File: src/rtl/core/rfp_pkg.sv
// ----------------------------------------------------------------------------
// Rangefinder frame parser package
// Shared phase encoding, result kinds, register indexes and field types.
// ----------------------------------------------------------------------------
package rfp_pkg;

	// Frame parse phase
	typedef enum logic [2:0] {
		PH_HUNT = 3'd0,
		PH_HDR2 = 3'd1,
		PH_HDR3 = 3'd2,
		PH_KIND = 3'd3,
		PH_DIST = 3'd4,
		PH_ERR  = 3'd5,
		PH_CSD  = 3'd6,
		PH_CSE  = 3'd7
	} rfp_phase_t;

	// Result kind codes
	localparam logic [1:0] KIND_DISTANCE = 2'd0;
	localparam logic [1:0] KIND_ERROR    = 2'd1;
	localparam logic [1:0] KIND_DISCARD  = 2'd2;

	// Input operation codes
	localparam logic OP_BYTE = 1'b0;
	localparam logic OP_TICK = 1'b1;

	// Configuration register indexes
	localparam logic [1:0] REG_FINE    = 2'd0;
	localparam logic [1:0] REG_OFFSET  = 2'd1;
	localparam logic [1:0] REG_TIMEOUT = 2'd2;

	// Frame bytes
	localparam logic [7:0] HDR_BYTE1  = 8'h80;
	localparam logic [7:0] HDR_BYTE2  = 8'h06;
	localparam logic [7:0] HDR_BYTE3  = 8'h83;
	localparam logic [7:0] ERR_LEAD   = 8'h45;
	localparam logic [7:0] POINT_CHAR = 8'h2E;
	localparam logic [7:0] DIGIT_ZERO = 8'h30;
	localparam logic [7:0] DIGIT_NINE = 8'h39;

	// Frame positions (bytes held, header included)
	localparam logic [3:0] POS_POINT     = 4'd7;
	localparam logic [3:0] POS_LAST_STD  = 4'd10;
	localparam logic [3:0] POS_LAST_FINE = 4'd11;
	localparam logic [3:0] POS_TEXT0     = 4'd4;
	localparam logic [3:0] HELD_MAX      = 4'd15;

	localparam logic [13:0] METRE_SCALE   = 14'd10000;
	localparam logic [7:0]  TIMEOUT_RESET = 8'd10;
	localparam logic [7:0]  SILENCE_MAX   = 8'd255;

	localparam int TDATA_W = 96;
	localparam int CFG_W   = 21;

	typedef struct packed {
		logic              fine;
		logic [20:0]       offset;
		logic [7:0]        timeout;
	} rfp_cfg_t;

	typedef struct packed {
		logic [1:0]        kind;
		logic signed [24:0] distance;
		logic [63:0]       text;
		logic [3:0]        discarded;
	} rfp_result_t;

endpackage

File: src/rtl/core/rfp_parser.sv
// ----------------------------------------------------------------------------
// Rangefinder frame parser core
// Holds the frame state and turns one registered item into at most one result.
// ----------------------------------------------------------------------------
module rfp_parser
	import rfp_pkg::*;
(
	input  logic        clk,
	input  logic        arst_n,
	input  logic        step,
	input  logic        operation,
	input  logic [7:0]  rx_byte,
	input  rfp_cfg_t    cfg,
	output logic        emit,
	output rfp_result_t result
);

	rfp_phase_t  phase_q, phase_d;
	logic [3:0]  held_q, held_d;
	logic [7:0]  sum_q, sum_d;
	logic [9:0]  whole_q, whole_d;
	logic [13:0] frac_q, frac_d;
	logic [63:0] text_q, text_d;
	logic [7:0]  silence_q, silence_d;

	logic        is_digit;
	logic [3:0]  digit;
	logic [3:0]  held_inc;
	logic [3:0]  last_pos;
	logic [7:0]  limit;
	logic [7:0]  silence_inc;
	logic [3:0]  lane_pos;
	logic [2:0]  lane;
	logic        check_good;
	logic [23:0] whole_term;
	logic [17:0] frac_term;
	logic [24:0] dist_sum;

	assign is_digit    = (rx_byte >= DIGIT_ZERO) && (rx_byte <= DIGIT_NINE);
	assign digit       = rx_byte[3:0];
	assign held_inc    = (held_q < HELD_MAX) ? held_q + 4'd1 : held_q;
	assign last_pos    = cfg.fine ? POS_LAST_FINE : POS_LAST_STD;
	assign limit       = (cfg.timeout == 8'd0) ? 8'd1 : cfg.timeout;
	assign silence_inc = (silence_q < SILENCE_MAX) ? silence_q + 8'd1 : silence_q;
	assign lane_pos    = held_inc - POS_TEXT0;
	assign lane        = lane_pos[2:0];
	assign check_good  = ((8'd0 - sum_q) == rx_byte);

	// Scale the distance: metres, fraction (times ten when only three decimals
	// came, so the check byte sits at position eleven), offset
	assign whole_term = 24'(whole_q) * 24'(METRE_SCALE);
	assign frac_term  = (held_inc == POS_LAST_FINE) ? 18'(frac_q) * 18'd10
	                                                : 18'(frac_q);
	assign dist_sum   = 25'(whole_term) + 25'(frac_term)
	                  + {{4{cfg.offset[20]}}, cfg.offset};

	// Next state and result for one item
	always_comb begin
		phase_d   = phase_q;
		held_d    = held_q;
		sum_d     = sum_q;
		whole_d   = whole_q;
		frac_d    = frac_q;
		text_d    = text_q;
		silence_d = silence_q;
		emit      = 1'b0;
		result    = '0;

		if (operation == OP_TICK) begin
			silence_d = silence_inc;
			if (silence_inc >= limit) begin
				silence_d = 8'd0;
				phase_d   = PH_HUNT;
				if (held_q != 4'd0) begin
					held_d           = 4'd0;
					sum_d            = 8'd0;
					emit             = 1'b1;
					result.kind      = KIND_DISCARD;
					result.discarded = held_q;
				end
			end
		end else if (phase_q == PH_HUNT) begin
			silence_d = 8'd0;
			if (rx_byte == HDR_BYTE1) begin
				held_d  = 4'd1;
				sum_d   = HDR_BYTE1;
				whole_d = '0;
				frac_d  = '0;
				text_d  = '0;
				phase_d = PH_HDR2;
				if (held_q != 4'd0) begin
					emit             = 1'b1;
					result.kind      = KIND_DISCARD;
					result.discarded = held_q;
				end
			end
		end else begin
			silence_d = 8'd0;
			held_d    = held_inc;
			sum_d     = sum_q + rx_byte;
			case (phase_q)
				PH_HDR2: phase_d = (rx_byte == HDR_BYTE2) ? PH_HDR3 : PH_HUNT;
				PH_HDR3: phase_d = (rx_byte == HDR_BYTE3) ? PH_KIND : PH_HUNT;
				PH_KIND: begin
					if (is_digit) begin
						whole_d = 10'(digit);
						phase_d = PH_DIST;
					end else if (rx_byte == ERR_LEAD) begin
						text_d  = 64'(ERR_LEAD);
						phase_d = PH_ERR;
					end else begin
						phase_d = PH_HUNT;
					end
				end
				PH_DIST: begin
					if (held_inc == POS_POINT) begin
						if (rx_byte != POINT_CHAR) phase_d = PH_HUNT;
					end else if (held_inc < POS_LAST_FINE
						|| (cfg.fine && held_inc < POS_LAST_FINE + 4'd1)) begin
						if (!is_digit) begin
							phase_d = PH_HUNT;
						end else begin
							if (held_inc < POS_POINT)
								whole_d = 10'(({whole_q, 3'b000} + {whole_q, 1'b0})
								        + 13'(digit));
							else
								frac_d = 14'(({frac_q, 3'b000} + {frac_q, 1'b0})
								       + 17'(digit));
							if (held_inc == last_pos) phase_d = PH_CSD;
						end
					end else begin
						phase_d = PH_HUNT;
					end
				end
				PH_ERR: begin
					// Place text bytes two through eight of the frame body
					if (held_inc >= POS_TEXT0 && held_inc <= POS_LAST_FINE) begin
						for (int i = 0; i < 8; i++) begin
							if (lane == 3'(i)) text_d[8*i +: 8] = text_q[8*i +: 8] | rx_byte;
						end
					end
					if (held_inc >= last_pos) phase_d = PH_CSE;
				end
				PH_CSD, PH_CSE: begin
					phase_d = PH_HUNT;
					if (check_good) begin
						held_d = 4'd0;
						sum_d  = 8'd0;
						emit   = 1'b1;
						if (phase_q == PH_CSD) begin
							result.kind     = KIND_DISTANCE;
							result.distance = dist_sum;
						end else begin
							result.kind = KIND_ERROR;
							result.text = text_q;
						end
					end
				end
				default: phase_d = PH_HUNT;
			endcase
		end
	end

	// Frame state registers; advance only when an item leaves the input stage
	always_ff @(posedge clk or negedge arst_n) begin
		if (!arst_n) begin
			phase_q   <= PH_HUNT;
			held_q    <= '0;
			sum_q     <= '0;
			whole_q   <= '0;
			frac_q    <= '0;
			text_q    <= '0;
			silence_q <= '0;
		end else if (step) begin
			phase_q   <= phase_d;
			held_q    <= held_d;
			sum_q     <= sum_d;
			whole_q   <= whole_d;
			frac_q    <= frac_d;
			text_q    <= text_d;
			silence_q <= silence_d;
		end
	end

endmodule

File: src/rtl/core/rangefinder_ascii_frame_parser_top.sv
// ----------------------------------------------------------------------------
// Rangefinder ASCII frame parser, top level
// Parses header 80 06 83 frames carrying an ASCII distance or error text.
//
// Channel   Dir  Handshake          Payload
// s_*       in   s_tvalid/s_tready  tdata rx_byte, tuser operation
// m_*       out  m_tvalid/m_tready  tdata distance/text/count, tuser kind
// cfg_*     in   cfg_valid/cfg_ready cfg_index, cfg_data
//
// One word per cycle is taken while the result side does not stall; its result
// passes through the input register and then the result register.
// The input register and the result register are the only stages; the frame
// state updates in the single step between them.
// A stalled result holds the input stage, which then backs up s_tready.
// Reset clears the frame state and both stage valid flags, and returns the registers to their reset values.
// ----------------------------------------------------------------------------
module rangefinder_ascii_frame_parser_top
	import rfp_pkg::*;
(
	input  logic                clk,
	input  logic                arst_n,
	input  logic                s_tvalid,
	output logic                s_tready,
	input  logic [7:0]          s_tdata,   // [7:0] rx_byte
	input  logic                s_tuser,   // [0] operation
	output logic                m_tvalid,
	input  logic                m_tready,
	output logic [TDATA_W-1:0]  m_tdata,   // [24:0] distance_tenth_mm,
	                                       // [88:25] error_text,
	                                       // [92:89] discarded_bytes, [95:93] zero
	output logic [1:0]          m_tuser,   // [1:0] frame_kind
	input  logic                cfg_valid,
	output logic                cfg_ready,
	input  logic [1:0]          cfg_index,
	input  logic [CFG_W-1:0]    cfg_data
);

	rfp_cfg_t    cfg_q;
	logic        valid_s1;
	logic        op_s1;
	logic [7:0]  byte_s1;
	logic        advance_s1;
	logic        emit;
	rfp_result_t result;
	rfp_result_t result_q;
	logic        m_valid_q;

	assign cfg_ready  = 1'b1;
	assign advance_s1 = valid_s1 && (!m_valid_q || m_tready);
	assign s_tready   = !valid_s1 || advance_s1;

	// Configuration register writes
	always_ff @(posedge clk or negedge arst_n) begin
		if (!arst_n) begin
			cfg_q.fine    <= 1'b0;
			cfg_q.offset  <= '0;
			cfg_q.timeout <= TIMEOUT_RESET;
		end else if (cfg_valid) begin
			case (cfg_index)
				REG_FINE:    cfg_q.fine    <= cfg_data[0];
				REG_OFFSET:  cfg_q.offset  <= cfg_data[20:0];
				REG_TIMEOUT: cfg_q.timeout <= cfg_data[7:0];
				default: ;
			endcase
		end
	end

	// Input stage valid
	always_ff @(posedge clk or negedge arst_n) begin
		if (!arst_n) begin
			valid_s1 <= 1'b0;
		end else if (s_tready) begin
			valid_s1 <= s_tvalid;
		end
	end

	// Input stage payload
	always_ff @(posedge clk) begin
		if (s_tvalid && s_tready) begin
			op_s1   <= s_tuser;
			byte_s1 <= s_tdata;
		end
	end

	rfp_parser u_parser (
		.clk       (clk),
		.arst_n    (arst_n),
		.step      (advance_s1),
		.operation (op_s1),
		.rx_byte   (byte_s1),
		.cfg       (cfg_q),
		.emit      (emit),
		.result    (result)
	);

	// Result register valid: load on a result, drop when taken
	always_ff @(posedge clk or negedge arst_n) begin
		if (!arst_n) begin
			m_valid_q <= 1'b0;
		end else if (advance_s1 && emit) begin
			m_valid_q <= 1'b1;
		end else if (m_tready) begin
			m_valid_q <= 1'b0;
		end
	end

	// Result register payload
	always_ff @(posedge clk) begin
		if (advance_s1 && emit) result_q <= result;
	end

	assign m_tvalid = m_valid_q;
	assign m_tuser  = result_q.kind;
	assign m_tdata  = {3'b000, result_q.discarded, result_q.text, result_q.distance};

endmodule

File: config.mk
export PLATFORM = sky130hd
export DESIGN_NAME = rangefinder_ascii_frame_parser_top
export DESIGN_NICKNAME = d
export VERILOG_FILES = /design/src/rtl/core/rfp_pkg.sv /design/src/rtl/core/rfp_parser.sv /design/src/rtl/core/rangefinder_ascii_frame_parser_top.sv
export SDC_FILE = /design/constraint.sdc
export NUM_CORES = 1
export LEC_CHECK = 0
export BUFFER_PORTS_ARGS = -buffer_cell sky130_fd_sc_hd__buf_2
export CORE_MARGIN = 2
export CORE_UTILIZATION = 50
export DETAILED_ROUTE_END_ITERATION = 8
export PLACE_DENSITY = 0.69
export SETUP_SLACK_MARGIN = 0.2
export SYNTH_ARGS = -nofsm -noshare
export SYNTH_HDL_FRONTEND = slang
export SYNTH_SLANG_ARGS = --single-unit
File: constraint.sdc
create_clock -name clk -period 15.4 [get_ports clk]
set_input_delay 0.77 -clock clk [delete_from_list [all_inputs] [get_ports clk]]
set_output_delay 0.77 -clock clk [all_outputs]
set_load 0.02 [all_outputs]
# ---- Word level (Yosys, flattened, before mapping)
# Index checks and enable logic that the tools add are counted.
dict set report op_classes {
  addsub 11
  n_mul 2
  magnitude_cmp 11
  n_eq_ne 50
  mux 89
  bitwise 12
  reduce_logical 40
}
# op n
set ops {}
lappend ops {{$mux 64} 6}
lappend ops {{$mux 8} 19}
lappend ops {{$pmux 64 s2} 1}
lappend ops {{$mux 14} 7}
lappend ops {{$mux 91} 1}
lappend ops {{$mux 90} 1}
lappend ops {{$reduce_and 8->1} 9}
lappend ops {{$mux 10} 7}
lappend ops {{$or 8x8->8} 8}
lappend ops {{$mux 4} 13}
lappend ops {{$ne 3x1->1 const B} 14}
lappend ops {{$mux 3} 12}
lappend ops {{$add 24x18->25} 1}
lappend ops {{$add 25x25->25} 1}
lappend ops {{$mux 25} 1}
lappend ops {{$eq 3x3->1 const B} 8}
lappend ops {{$mul 10x10->20 const B} 1}
lappend ops {{$pmux 10 s2} 1}
lappend ops {{$mux 18} 1}
lappend ops {{$mul 14x3->17 const B} 1}
lappend ops {{$eq 8x8->1 const B} 2}
lappend ops {{$pmux 3 s5} 1}
lappend ops {{$add 14x14->14} 1}
lappend ops {{$add 14x4->14} 1}
lappend ops {{52 further kinds} 97}
dict set report word_totals {
  ff_bits 247
  word_cells 240
}

# ---- Longest topological paths before layout
# Gate-level depths: netlist of run 1.
dict set report logic_depth {
  depth_word 11
  depth_mapped 26
  ltp_nobuf 26
}

# ---- Cells and area by module
# A second synthesis of run 1 with hierarchy kept.
dict set report unflattened {
  cells_unflattened 1521
  hier_area_um2 15636.2
}
# module n_inst cells_per_inst area_per_inst_um2 seq_area_each_um2
set modules_own_cells {}
lappend modules_own_cells {rfp_parser 1 1336 11218.3 2777.7}
lappend modules_own_cells {rangefinder_ascii_frame_parser_top 1 185 4418.0 3926.3}

# ---- Worst setup path after synthesis of run 1
# Ideal clock, no wire load.
dict set report synth_path {
  path_type {register to register}
  startpoint {reg u_parser.silence_q[0]}
  endpoint {reg result_q (netlist bit m_tdata[0]) (enable)}
  setup_time_ns 0.551
  arrival_ns 6.577
  setup_slack_ns 8.272
  stages_incl_launch_ff 14
  synth_period_minus_slack_ns 7.128
  cell_sequence {dfrtp_1 ha_1 and3_1 clkbuf_1 nand3_1 mux2_2 ha_1 nand2_1 o21ai_0 nand4_1 a32oi_1 and3_1 nor2_1 nor2_1}
}
dict set report synth_via {
  elab_chain_len 6
  word_cells_on_any_way 7
}
# item line
set synth_lines {}
lappend synth_lines {{from (decl)} rfp_parser.sv:24} ;# logic [7:0] silence_q, silence_d;
lappend synth_lines {{from (signal assigned)} rfp_parser.sv:181} ;# silence_q <= silence_d;
lappend synth_lines {{$add 8x1->8 / $lt 8x8->1 (equally long branches)} rfp_parser.sv:44} ;# assign silence_inc = (silence_q < SILENCE_MAX) ? silence_q + 8'd1 : silence_q;
lappend synth_lines {{$mux 8 *} rfp_parser.sv:44}
lappend synth_lines {{$ge 8x8->1 *} rfp_parser.sv:71} ;# if (silence_inc >= limit) begin
lappend synth_lines {{$mux 1 *} rfp_parser.sv:71}
lappend synth_lines {{$mux 1 *} rfp_parser.sv:69} ;# if (operation == OP_TICK) begin
lappend synth_lines {{$logic_and 1x1->1 *} rangefinder_ascii_frame_parser_top.sv:109} ;# if (advance_s1 && emit) result_q <= result;
lappend synth_lines {{to (signal assigned)} rangefinder_ascii_frame_parser_top.sv:109}
lappend synth_lines {{to (decl)} rangefinder_ascii_frame_parser_top.sv:45} ;# rfp_result_t result_q;
# Mark *: on every way between the ends. The rest lies on a longest branch, timed or not.
# A chain may end at the register's enable or synchronous reset.

# ---- Worst setup path in the final report of run 1
dict set report layout_path {
  startpoint {reg u_parser.whole_q[3]}
  endpoint {reg result_q (netlist bit m_tdata[24]), data pin}
}
dict set report layout_via {
  elab_chain_len 3
}
# item line
set layout_lines {}
lappend layout_lines {{from (decl)} rfp_parser.sv:21} ;# logic [9:0] whole_q, whole_d;
lappend layout_lines {{from (signal assigned)} rfp_parser.sv:178} ;# whole_q <= whole_d;
lappend layout_lines {{$mul 10x10->20} rfp_parser.sv:51} ;# assign whole_term = 24'(whole_q) * 24'(METRE_SCALE);
lappend layout_lines {{$add 24x18->25} rfp_parser.sv:54} ;# assign dist_sum = 25'(whole_term) + 25'(frac_term)
lappend layout_lines {{$add 25x25->25} rfp_parser.sv:55} ;# + {{4{cfg.offset[20]}}, cfg.offset};
# Every way passes these cells.

==> flow_summary.json, run 1 <==
{
  "synth_area_sq_um": 15300,
  "wl_met3_microns": 1740,
  "worstMarginPinSlew_ns": 1.15,
  "wire_per_inst_microns": 17.2,
  "clk_latency_ns": 0.55,
  "yosysWarningCount": 0,
  "path_class": "register to register",
  "clock-sinks": 247,
  "synth_top_flop_cell": "dfrtp_1",
  "pre_cts_ws_ns": 9.11,
  "hold_buffers": 0,
  "ctsResizeCount": 0,
  "yosysTopAreaCell": "dfrtp_1",
  "layout_commonest_cell": "ha_1",
  "place_inst": 1914,
  "hold_path.class": "input port to asynchronous set/reset pin",
  "antenna_found_initial": 0,
  "end_kind": "register",
  "cp.arrival_ns": 6.61,
  "wl_microns": 33800,
  "vias": 10900,
  "min_period_ns": 6.35,
  "grt_pass1_vias": 10800,
  "skew_ns": 0.0187,
  "crit_path_max_fanout": 6,
  "root_buffer": "clkbuf_16",
  "h-tree-depth": 1,
  "rsz0062_at_grt": "false",
  "cts_buffer_depth": 3,
  "numCtsBuffers": 27,
  "initial_core_util": 0.511,
  "cts.clk_slew.worst_paths_ns": 0.06,
  "postCtsSetupRepairBufs": 0,
  "relSlewSlack": 0.228,
  "synth-seq-cells": 247,
  "layout.cells.non_filler": 1964,
  "grtUsageTotal": 0.216,
  "vias_per_cell": 5.56,
  "placed_cell_area_sq_um": 16200,
  "ioPinCount": 138,
  "synth.area.top_cells": "dfrtp_1 23%, edfxtp_1 20%, ha_1 13%",
  "fin_ws_ns": 9.05,
  "globalplace.congestion": 0.891,
  "drtIter0Drc": 740,
  "drt-pass1-iter-count": 5,
  "layout_common_cells": "153 x ha_1, 142 x nor2_1, 141 x dfrtp_1",
  "drc": 0,
  "ys_types": 75,
  "syn2layout_area_growth_pct": 12.3,
  "synthArstFlopShare": 0.579,
  "wl_met1_microns": 15300,
  "top_layer": "met4",
  "cts_tree": "yes",
  "finalSetupViolations": 0,
  "synth-edff-count": 104,
  "drive_above_1_share": 0.158,
  "synth_cells": 1437,
  "die_height_microns": 179,
  "grt_max_degree": 80,
  "dp_hpwl_microns": 24100,
  "yosysSeqAreaShare": 0.439,
  "met2_length_microns": 16000,
  "fillers": 2529,
  "slew_violations": 0,
  "final_area_sq_um": 17100,
  "fp-row-count": 63,
  "final_antenna_net_count": 0,
  "cp.required_ns": 15.66,
  "start_kind": "register",
  "portBuffers": 133,
  "yosys.area.top_type_share": 0.231,
  "synth.avg_cell_area_sq_um": 10.6,
  "cap_violations": 0,
  "period_share": 0.413,
  "grt.overflow.total": 0,
  "core_area_sq_um": 29900,
  "nets": 1781,
  "hold_viol_final": 0,
  "outcome": "finished clean",
  "grt_pass1_wl_microns": 55200,
  "antenna_cells": 0,
  "timing.fmax_ghz": 0.157,
  "die_area_sq_um": 31900,
  "die_w_microns": 179,
  "setup_tns_ns": 0
}
[path summary, 6_finish.rpt]
kind	end	start	slack, ns	cells after the start
hold / removal	u_parser.text_q[52]	arst_n	0.24	1
setup reg to reg	m_tdata[24]	u_parser.whole_q[3]	9.05	26
hold reg to reg	u_parser.text_q[37]	u_parser.text_q[37]	0.49	2
setup / recovery	m_tdata[24]	u_parser.whole_q[3]	9.05	26
max in group asynchronous	cfg_q[0]	arst_n	13.74	2
min in group clk	op_s1	s_tuser	0.39	1
[cell type report]
cell class / instances / area, sq um / share of cell area
Sequential cell: 247 / 6700 / 0.391
Clock inverter: 10 / 141 / 0.00825
Timing Repair Buffer: 142 / 739 / 0.0432
Inverter: 112 / 420 / 0.0245
Tap cell: 390 / 488 / 0.0285
Multi-Input combinational cell: 1023 / 7880 / 0.460
Clock buffer: 40 / 764 / 0.0446
[cells in the mapped netlist, drive strengths merged, types with 9 or more instances]
library cell / count
and2: 10
nor2b: 20
xnor2: 49
and3: 73
inv: 112
fa: 38
buf: 20
nor3: 16
clkbuf: 37
a21o: 16
nand2b: 10
nand2: 64
o21a: 9
mux2i: 16
dfrtp: 141
a21oi: 136
a22o: 14
nor2: 146
ha: 153
edfxtp: 104
nand3: 20
xor2: 28
o21ai: 44
mux2: 48
[layer usage]
metal	vias up	global-route usage
li1	5303	-
met1	5298	0.303
met2	259	0.352
met3	52	0.0276
met4	0	0.0623
met5	-	0
[critical path: stages (launching register included)]
cell	delay, ns
dfrtp_1	0.45
inv_1	0.17
fa_1	0.56
inv_1	0.04
ha_1	0.26
ha_1	0.28
ha_1	0.28
inv_1	0.05
fa_1	0.50
inv_1	0.04
ha_1	0.33
o21a_1	0.12
o31a_1	0.13
o211ai_1	0.21
nand2_1	0.07
a21oi_1	0.18
xor2_1	0.10
fa_1	0.48
inv_1	0.04
ha_1	0.37
a21oi_1	0.27
o21ai_0	0.16
o21a_1	0.20
a311oi_1	0.39
a21oi_1	0.16
xnor2_1	0.18
nor2_1	0.05
[stage by stage]
step                      hold WS, ns  utilization
after floorplan                 0.455            -
after global placement          0.468        0.543
after detailed placement        0.475        0.543
after CTS                       0.259        0.573
after global routing            0.288        0.573
final                           0.244        0.573
[registers in the layout, summed over array words and instances, names as in the netlist]
register,flops
m_tuser,2
u_parser.sum_q,8
m_tdata,93
op_s1,1
m_tvalid,1
u_parser.silence_q,8
byte_s1,8
u_parser.whole_q,10
u_parser.held_q,4
u_parser.text_q,64
valid_s1,1
u_parser.frac_q,14
cfg_q,30
u_parser.phase_q,3
[logic make-up after synthesis]
logic type	count (synthesis)	synth area share
adders and majority gates	191	0.175
other	2	0.000492
DFF	247	0.439
xor gates and xnor gates	77	0.0442
AOI/OAI and AO/OA	292	0.120
and+or+nand+nor	395	0.129
buffers and inverters	169	0.0459
muxes	64	0.0459
Power of run 1 is not shown: default switching activity piles up to over one toggle a cycle in this logic, so the estimate is an artifact.
==> run 2, diff against run 1 <==
clock period = 6.65 ns   (was 15.4 ns; I/O delays follow)
==> run 2 against run 1 <==
Against the previous run: global-route usage is 0.062 points lower; setup slack worse by 8.5 ns; final cell count is 1.1% higher; register-to-register slack worse by 8.5 ns; clock-buffer cell count is 3 lower; worst hold slack worse by 0.23 ns; critical path type unchanged.
==> flow_summary.json, run 2 (synthesized netlist as in run 1, its figures left out) <==
{
  "largest_reg_flops": 93,
  "h-tree-depth": 1,
  "cts_tree": "yes",
  "worstMarginPinSlew_ns": 1.17,
  "drtIter0Drc": 761,
  "final_area_sq_um": 17400,
  "pre_cts_ws_ns": 0.308,
  "vias": 11100,
  "antenna_found_initial": 0,
  "register_area_sq_um": 6710,
  "relSlewSlack": 0.220,
  "grt_max_degree": 81,
  "initial_core_util": 0.511,
  "cap_violations": 0,
  "clk_latency_ns": 0.56,
  "grt_pass1_wl_microns": 55000,
  "r2r-end": "m_tdata[23]",
  "hold_path.class": "input port to register",
  "vias_per_cell": 5.60,
  "end_kind": "register",
  "die_area_sq_um": 31900,
  "rsz0062_at_grt": "false",
  "outcome": "finished clean",
  "rrSetupSlack_ns": 0.56,
  "worstHoldStart": "cfg_data[16]",
  "hold_viol_final": 0,
  "r2r-start": "u_parser.whole_q[2]",
  "antenna_cells": 0,
  "crit_path_max_fanout": 6,
  "numCtsBuffers": 28,
  "wl_microns": 34400,
  "setup_tns_ns": 0,
  "r2r_cells": 23,
  "path_class": "register to register",
  "layout.cells.non_filler": 1985,
  "cpLargestDelayFamily": "adder cells",
  "slew_violations": 0,
  "finalSetupViolations": 0,
  "layout_commonest_cell": "ha_1",
  "nets": 1801,
  "critPathMaxStageDelay_ns": 0.57,
  "layout_common_cells": "153 x ha_1, 142 x nor2_1, 138 x dfrtp_1",
  "syn2layout_area_growth_pct": 13.8,
  "drt-pass1-iter-count": 7,
  "die_w_microns": 179,
  "timing.fmax_ghz": 0.164,
  "min_to": "cfg_q[24]",
  "globalplace.congestion": 0.878,
  "root_buffer": "clkbuf_16",
  "multi_input_area_sq_um": 7890,
  "grtUsageTotal": 0.215,
  "period_share": 0.916,
  "dp_hpwl_microns": 24500,
  "die_height_microns": 179,
  "cp.arrival_ns": 6.35,
  "fp-row-count": 63,
  "final_antenna_net_count": 0,
  "min_path_cells": 2,
  "cts_buffer_depth": 3,
  "clock-sinks": 247,
  "start_kind": "register",
  "drive_above_1_share": 0.170,
  "wire_per_inst_microns": 17.3,
  "core_area_sq_um": 29900,
  "cts.clk_slew.worst_paths_ns": 0.06,
  "grt.overflow.total": 0,
  "placed_cell_area_sq_um": 16300,
  "skew_ns": 0.0235,
  "worstPathCellList": "inv_1 > fa_1 > inv_1 > ha_1 > ha_1 > fa_1 > ha_1 > o21a_1 > o31a_1 > o211ai_1 > nand2_1 > a21oi_1 > xor2_1 > fa_1 > inv_1 > ha_1 > a21oi_2 > a21oi_1 > a2111o_1 > o22ai_2 > a21boi_0 > xnor2_1 > nor2_1",
  "fin_ws_ns": 0.560,
  "place_inst": 1916,
  "crit_top_cell": "ha_1",
  "fillers": 2554,
  "grt_pass1_vias": 10800,
  "cp.required_ns": 6.91,
  "portBuffers": 133,
  "slowest_stage": "fa_1",
  "path_buf_inv": 3,
  "ioPinCount": 138,
  "min_period_ns": 6.09,
  "drc": 0
}
-- run 2: changes by cell type in the layout (fill, tap and decap cells not counted), sizes merged --
cell / before / now
inv: 113 / 112
clkinv: 4 / 9
clkinvlp: 2 / 4
buf: 142 / 150
dlygate4sd3: 0 / 11
bufinv: 3 / 2
clkbuf: 40 / 37
-- run 2: timing repair --
action	CTS	global route
setup buffers	0	6
hold endpoints to repair	89	0
endpoints found under the setup margin	0	4
hold buffers	11	0
resized for setup	0	8
-- run 2: layer usage --
layer,vias to the layer above,part of all wire,GRT usage
met3,51,0.054,0.0288
li1,5357,-,-
met2,277,0.47,0.342
met1,5422,0.45,0.309
met5,-,0,0
met4,0,0.026,0.0644
-- run 2: worst register-to-register path, stage by stage (launching register included) --
cell and delay (ns):
dfrtp_1 0.53, inv_1 0.20, fa_1 0.57, inv_1 0.04, ha_1 0.27, ha_1 0.31
fa_1 0.48, ha_1 0.37, o21a_1 0.21, o31a_1 0.13, o211ai_1 0.24, nand2_1 0.08
a21oi_1 0.19, xor2_1 0.10, fa_1 0.48, inv_1 0.04, ha_1 0.37, a21oi_2 0.22
a21oi_1 0.09, a2111o_1 0.40, o22ai_2 0.17, a21boi_0 0.13, xnor2_1 0.14, nor2_1 0.05
-- run 2: worst max-delay path by stage --
stage	startpoint	endpoint	slack, ns	depth (start not counted)
after floorplan	u_parser.whole_q[3]	m_tdata[23]	0.85	26
after global placement	u_parser.whole_q[3]	m_tdata[24]	0.52	26
after detailed placement	u_parser.whole_q[3]	m_tdata[23]	0.31	26
after CTS	u_parser.whole_q[4]	m_tdata[23]	0.27	26
after global routing	u_parser.whole_q[5]	m_tdata[24]	0.15	26
final	u_parser.whole_q[2]	m_tdata[23]	0.56	23
-- run 2: per-stage QoR --
stage               hold WS, ns   util
floorplan                0.0369      -
global placement          0.425  0.544
detailed placement        0.427  0.544
CTS                     0.00583  0.579
global route             0.0168  0.581
finish                   0.0187  0.581
-- run 2: layout make-up --
cell class              count  share of cell area
multi-input cells        1023               0.454
flip-flops and latches    247               0.386
repair buffers            161              0.0531
clock buffers              37              0.0440
well taps                 390              0.0281
inverters                 112              0.0244
clock inverters            15             0.00958
Power of run 2 is left out for the same reason.
==> run 3, diff against run 2 <==
PLACE_DENSITY = 0.7   (was 0.69)
==> run 3 against run 2 <==
Against the previous run: sequential cell count unchanged; die area unchanged; setup slack better by 0.0092 ns; critical path depth up 3; highest routed layer unchanged; register-to-register slack about the same; sequential share of layout area up 0.19 points; critical path type unchanged; worst hold slack worse by 0.00071 ns; via count up 0.30%; first-iteration DRC count up 3.9%.
==> flow_summary.json, run 3 (synthesized netlist as in run 1, its figures left out) <==
{
  "core_area_sq_um": 29900,
  "end_kind": "register",
  "outcome": "finished clean",
  "grt_pass1_wl_microns": 56000,
  "cp.required_ns": 6.92,
  "period_share": 0.914,
  "clk_latency_ns": 0.56,
  "cts.clk_slew.worst_paths_ns": 0.06,
  "drive_above_1_share": 0.167,
  "clock-sinks": 247,
  "placed_cell_area_sq_um": 16200,
  "root_buffer": "clkbuf_16",
  "grt_pass1_vias": 10900,
  "largest_reg_flops": 93,
  "final_area_sq_um": 17300,
  "grt_max_degree": 96,
  "min_path_cells": 2,
  "register_area_sq_um": 6710,
  "hold_viol_final": 0,
  "multi_input_area_sq_um": 7890,
  "rsz0062_at_grt": "true",
  "dp_hpwl_microns": 24100,
  "timing.fmax_ghz": 0.164,
  "setup_tns_ns": 0,
  "wl_microns": 34300,
  "layout_commonest_cell": "ha_1",
  "slew_violations": 0,
  "die_area_sq_um": 31900,
  "vias_per_cell": 5.62,
  "drtIter0Drc": 791,
  "wire_per_inst_microns": 17.3,
  "r2r-start": "u_parser.whole_q[3]",
  "skew_ns": 0.0112,
  "vias": 11100,
  "final_antenna_net_count": 0,
  "cap_violations": 0,
  "fin_ws_ns": 0.569,
  "initial_core_util": 0.511,
  "cts_tree": "yes",
  "globalplace.congestion": 0.884,
  "fp-row-count": 63,
  "fillers": 2535,
  "grt.overflow.total": 0,
  "numCtsBuffers": 27,
  "pre_cts_ws_ns": 0.299,
  "h-tree-depth": 1,
  "syn2layout_area_growth_pct": 13.3,
  "r2r_cells": 26,
  "antenna_cells": 0,
  "portBuffers": 133,
  "cts_buffer_depth": 3,
  "antenna_found_initial": 0,
  "worstMarginPinSlew_ns": 1.14,
  "crit_path_max_fanout": 6,
  "min_period_ns": 6.08,
  "path_class": "register to register",
  "die_height_microns": 179,
  "grtUsageTotal": 0.219,
  "hold_path.class": "input port to register",
  "drt-pass1-iter-count": 5,
  "layout_common_cells": "153 x ha_1, 142 x nor2_1, 136 x dfrtp_1",
  "start_kind": "register",
  "rrSetupSlack_ns": 0.57,
  "drc": 0,
  "die_w_microns": 179,
  "finalSetupViolations": 0,
  "r2r-end": "m_tdata[24]",
  "cp.arrival_ns": 6.35,
  "nets": 1798,
  "relSlewSlack": 0.238,
  "ioPinCount": 138,
  "min_to": "cfg_q[18]",
  "worstHoldStart": "cfg_data[10]"
}
-- run 3: cell types whose count changed in the layout (fill, tap and decap cells not counted), sizes merged --
cell	previous run	this run
dlygate4sd3	11	16
clkinvlp	4	1
inv	112	113
bufinv	2	0
buf	150	143
clkbuf	37	41
clkinv	9	7
-- run 3: worst max-delay path by stage --
stage | startpoint | end | slack, ns
final | u_parser.whole_q[3] | m_tdata[24] | 0.57
after global routing | u_parser.whole_q[3] | m_tdata[24] | 0.17
after global placement | u_parser.whole_q[3] | m_tdata[24] | 0.52
after detailed placement | u_parser.whole_q[3] | m_tdata[24] | 0.30
after CTS | u_parser.whole_q[3] | m_tdata[24] | 0.27
after floorplan | u_parser.whole_q[3] | m_tdata[23] | 0.85
-- run 3: routing by layer --
metal	GRT usage	part of all wire	wire, microns
met5	0	0	0
met4	0.0600	0.022	754
met3	0.0312	0.061	2100
met2	0.350	0.46	15800
met1	0.314	0.46	15600
-- run 3: timing repair --
item,CTS,global route
endpoints found under the setup margin,0,4
hold buffers,16,0
resized for setup,0,11
endpoints found under the hold margin,106,0
buffers inserted,0,0
-- run 3: final cells by class --
| cell class | instances | share of cell area |
|---|---|---|
| clock inverters | 9 | 0.00384 |
| inverters | 112 | 0.0243 |
| flip-flops and latches | 247 | 0.388 |
| repair buffers | 159 | 0.0532 |
| well taps | 390 | 0.0282 |
| multi-input cells | 1023 | 0.457 |
| clock buffers | 41 | 0.0456 |
-- run 3: per-stage QoR --
stage	std cells	hold slack (ns)	util
after floorplan	1439	0.0369	-
after global placement	1915	0.469	0.544
after detailed placement	1915	0.476	0.544
after CTS	1981	0.00215	0.578
after global routing	1981	0.00643	0.579
final	1981	0.0180	0.579
-- run 3: critical path, stage by stage (launching register included) --
cell and delay, ns:
dfrtp_2 0.41, inv_2 0.09, fa_1 0.53, inv_1 0.04, ha_1 0.26, ha_1 0.28
ha_1 0.28, inv_1 0.05, fa_1 0.49, inv_1 0.04, ha_1 0.32, o21a_1 0.12
o31a_1 0.12, o211ai_1 0.23, nand2_1 0.08, a21oi_1 0.20, xor2_1 0.10, fa_1 0.49
inv_1 0.04, ha_1 0.38, a21oi_2 0.22, o21ai_0 0.14, o21a_1 0.21, a311oi_2 0.32
a21oi_1 0.13, xnor2_1 0.15, nor2_1 0.05
Power of run 3 is left out for the same reason.
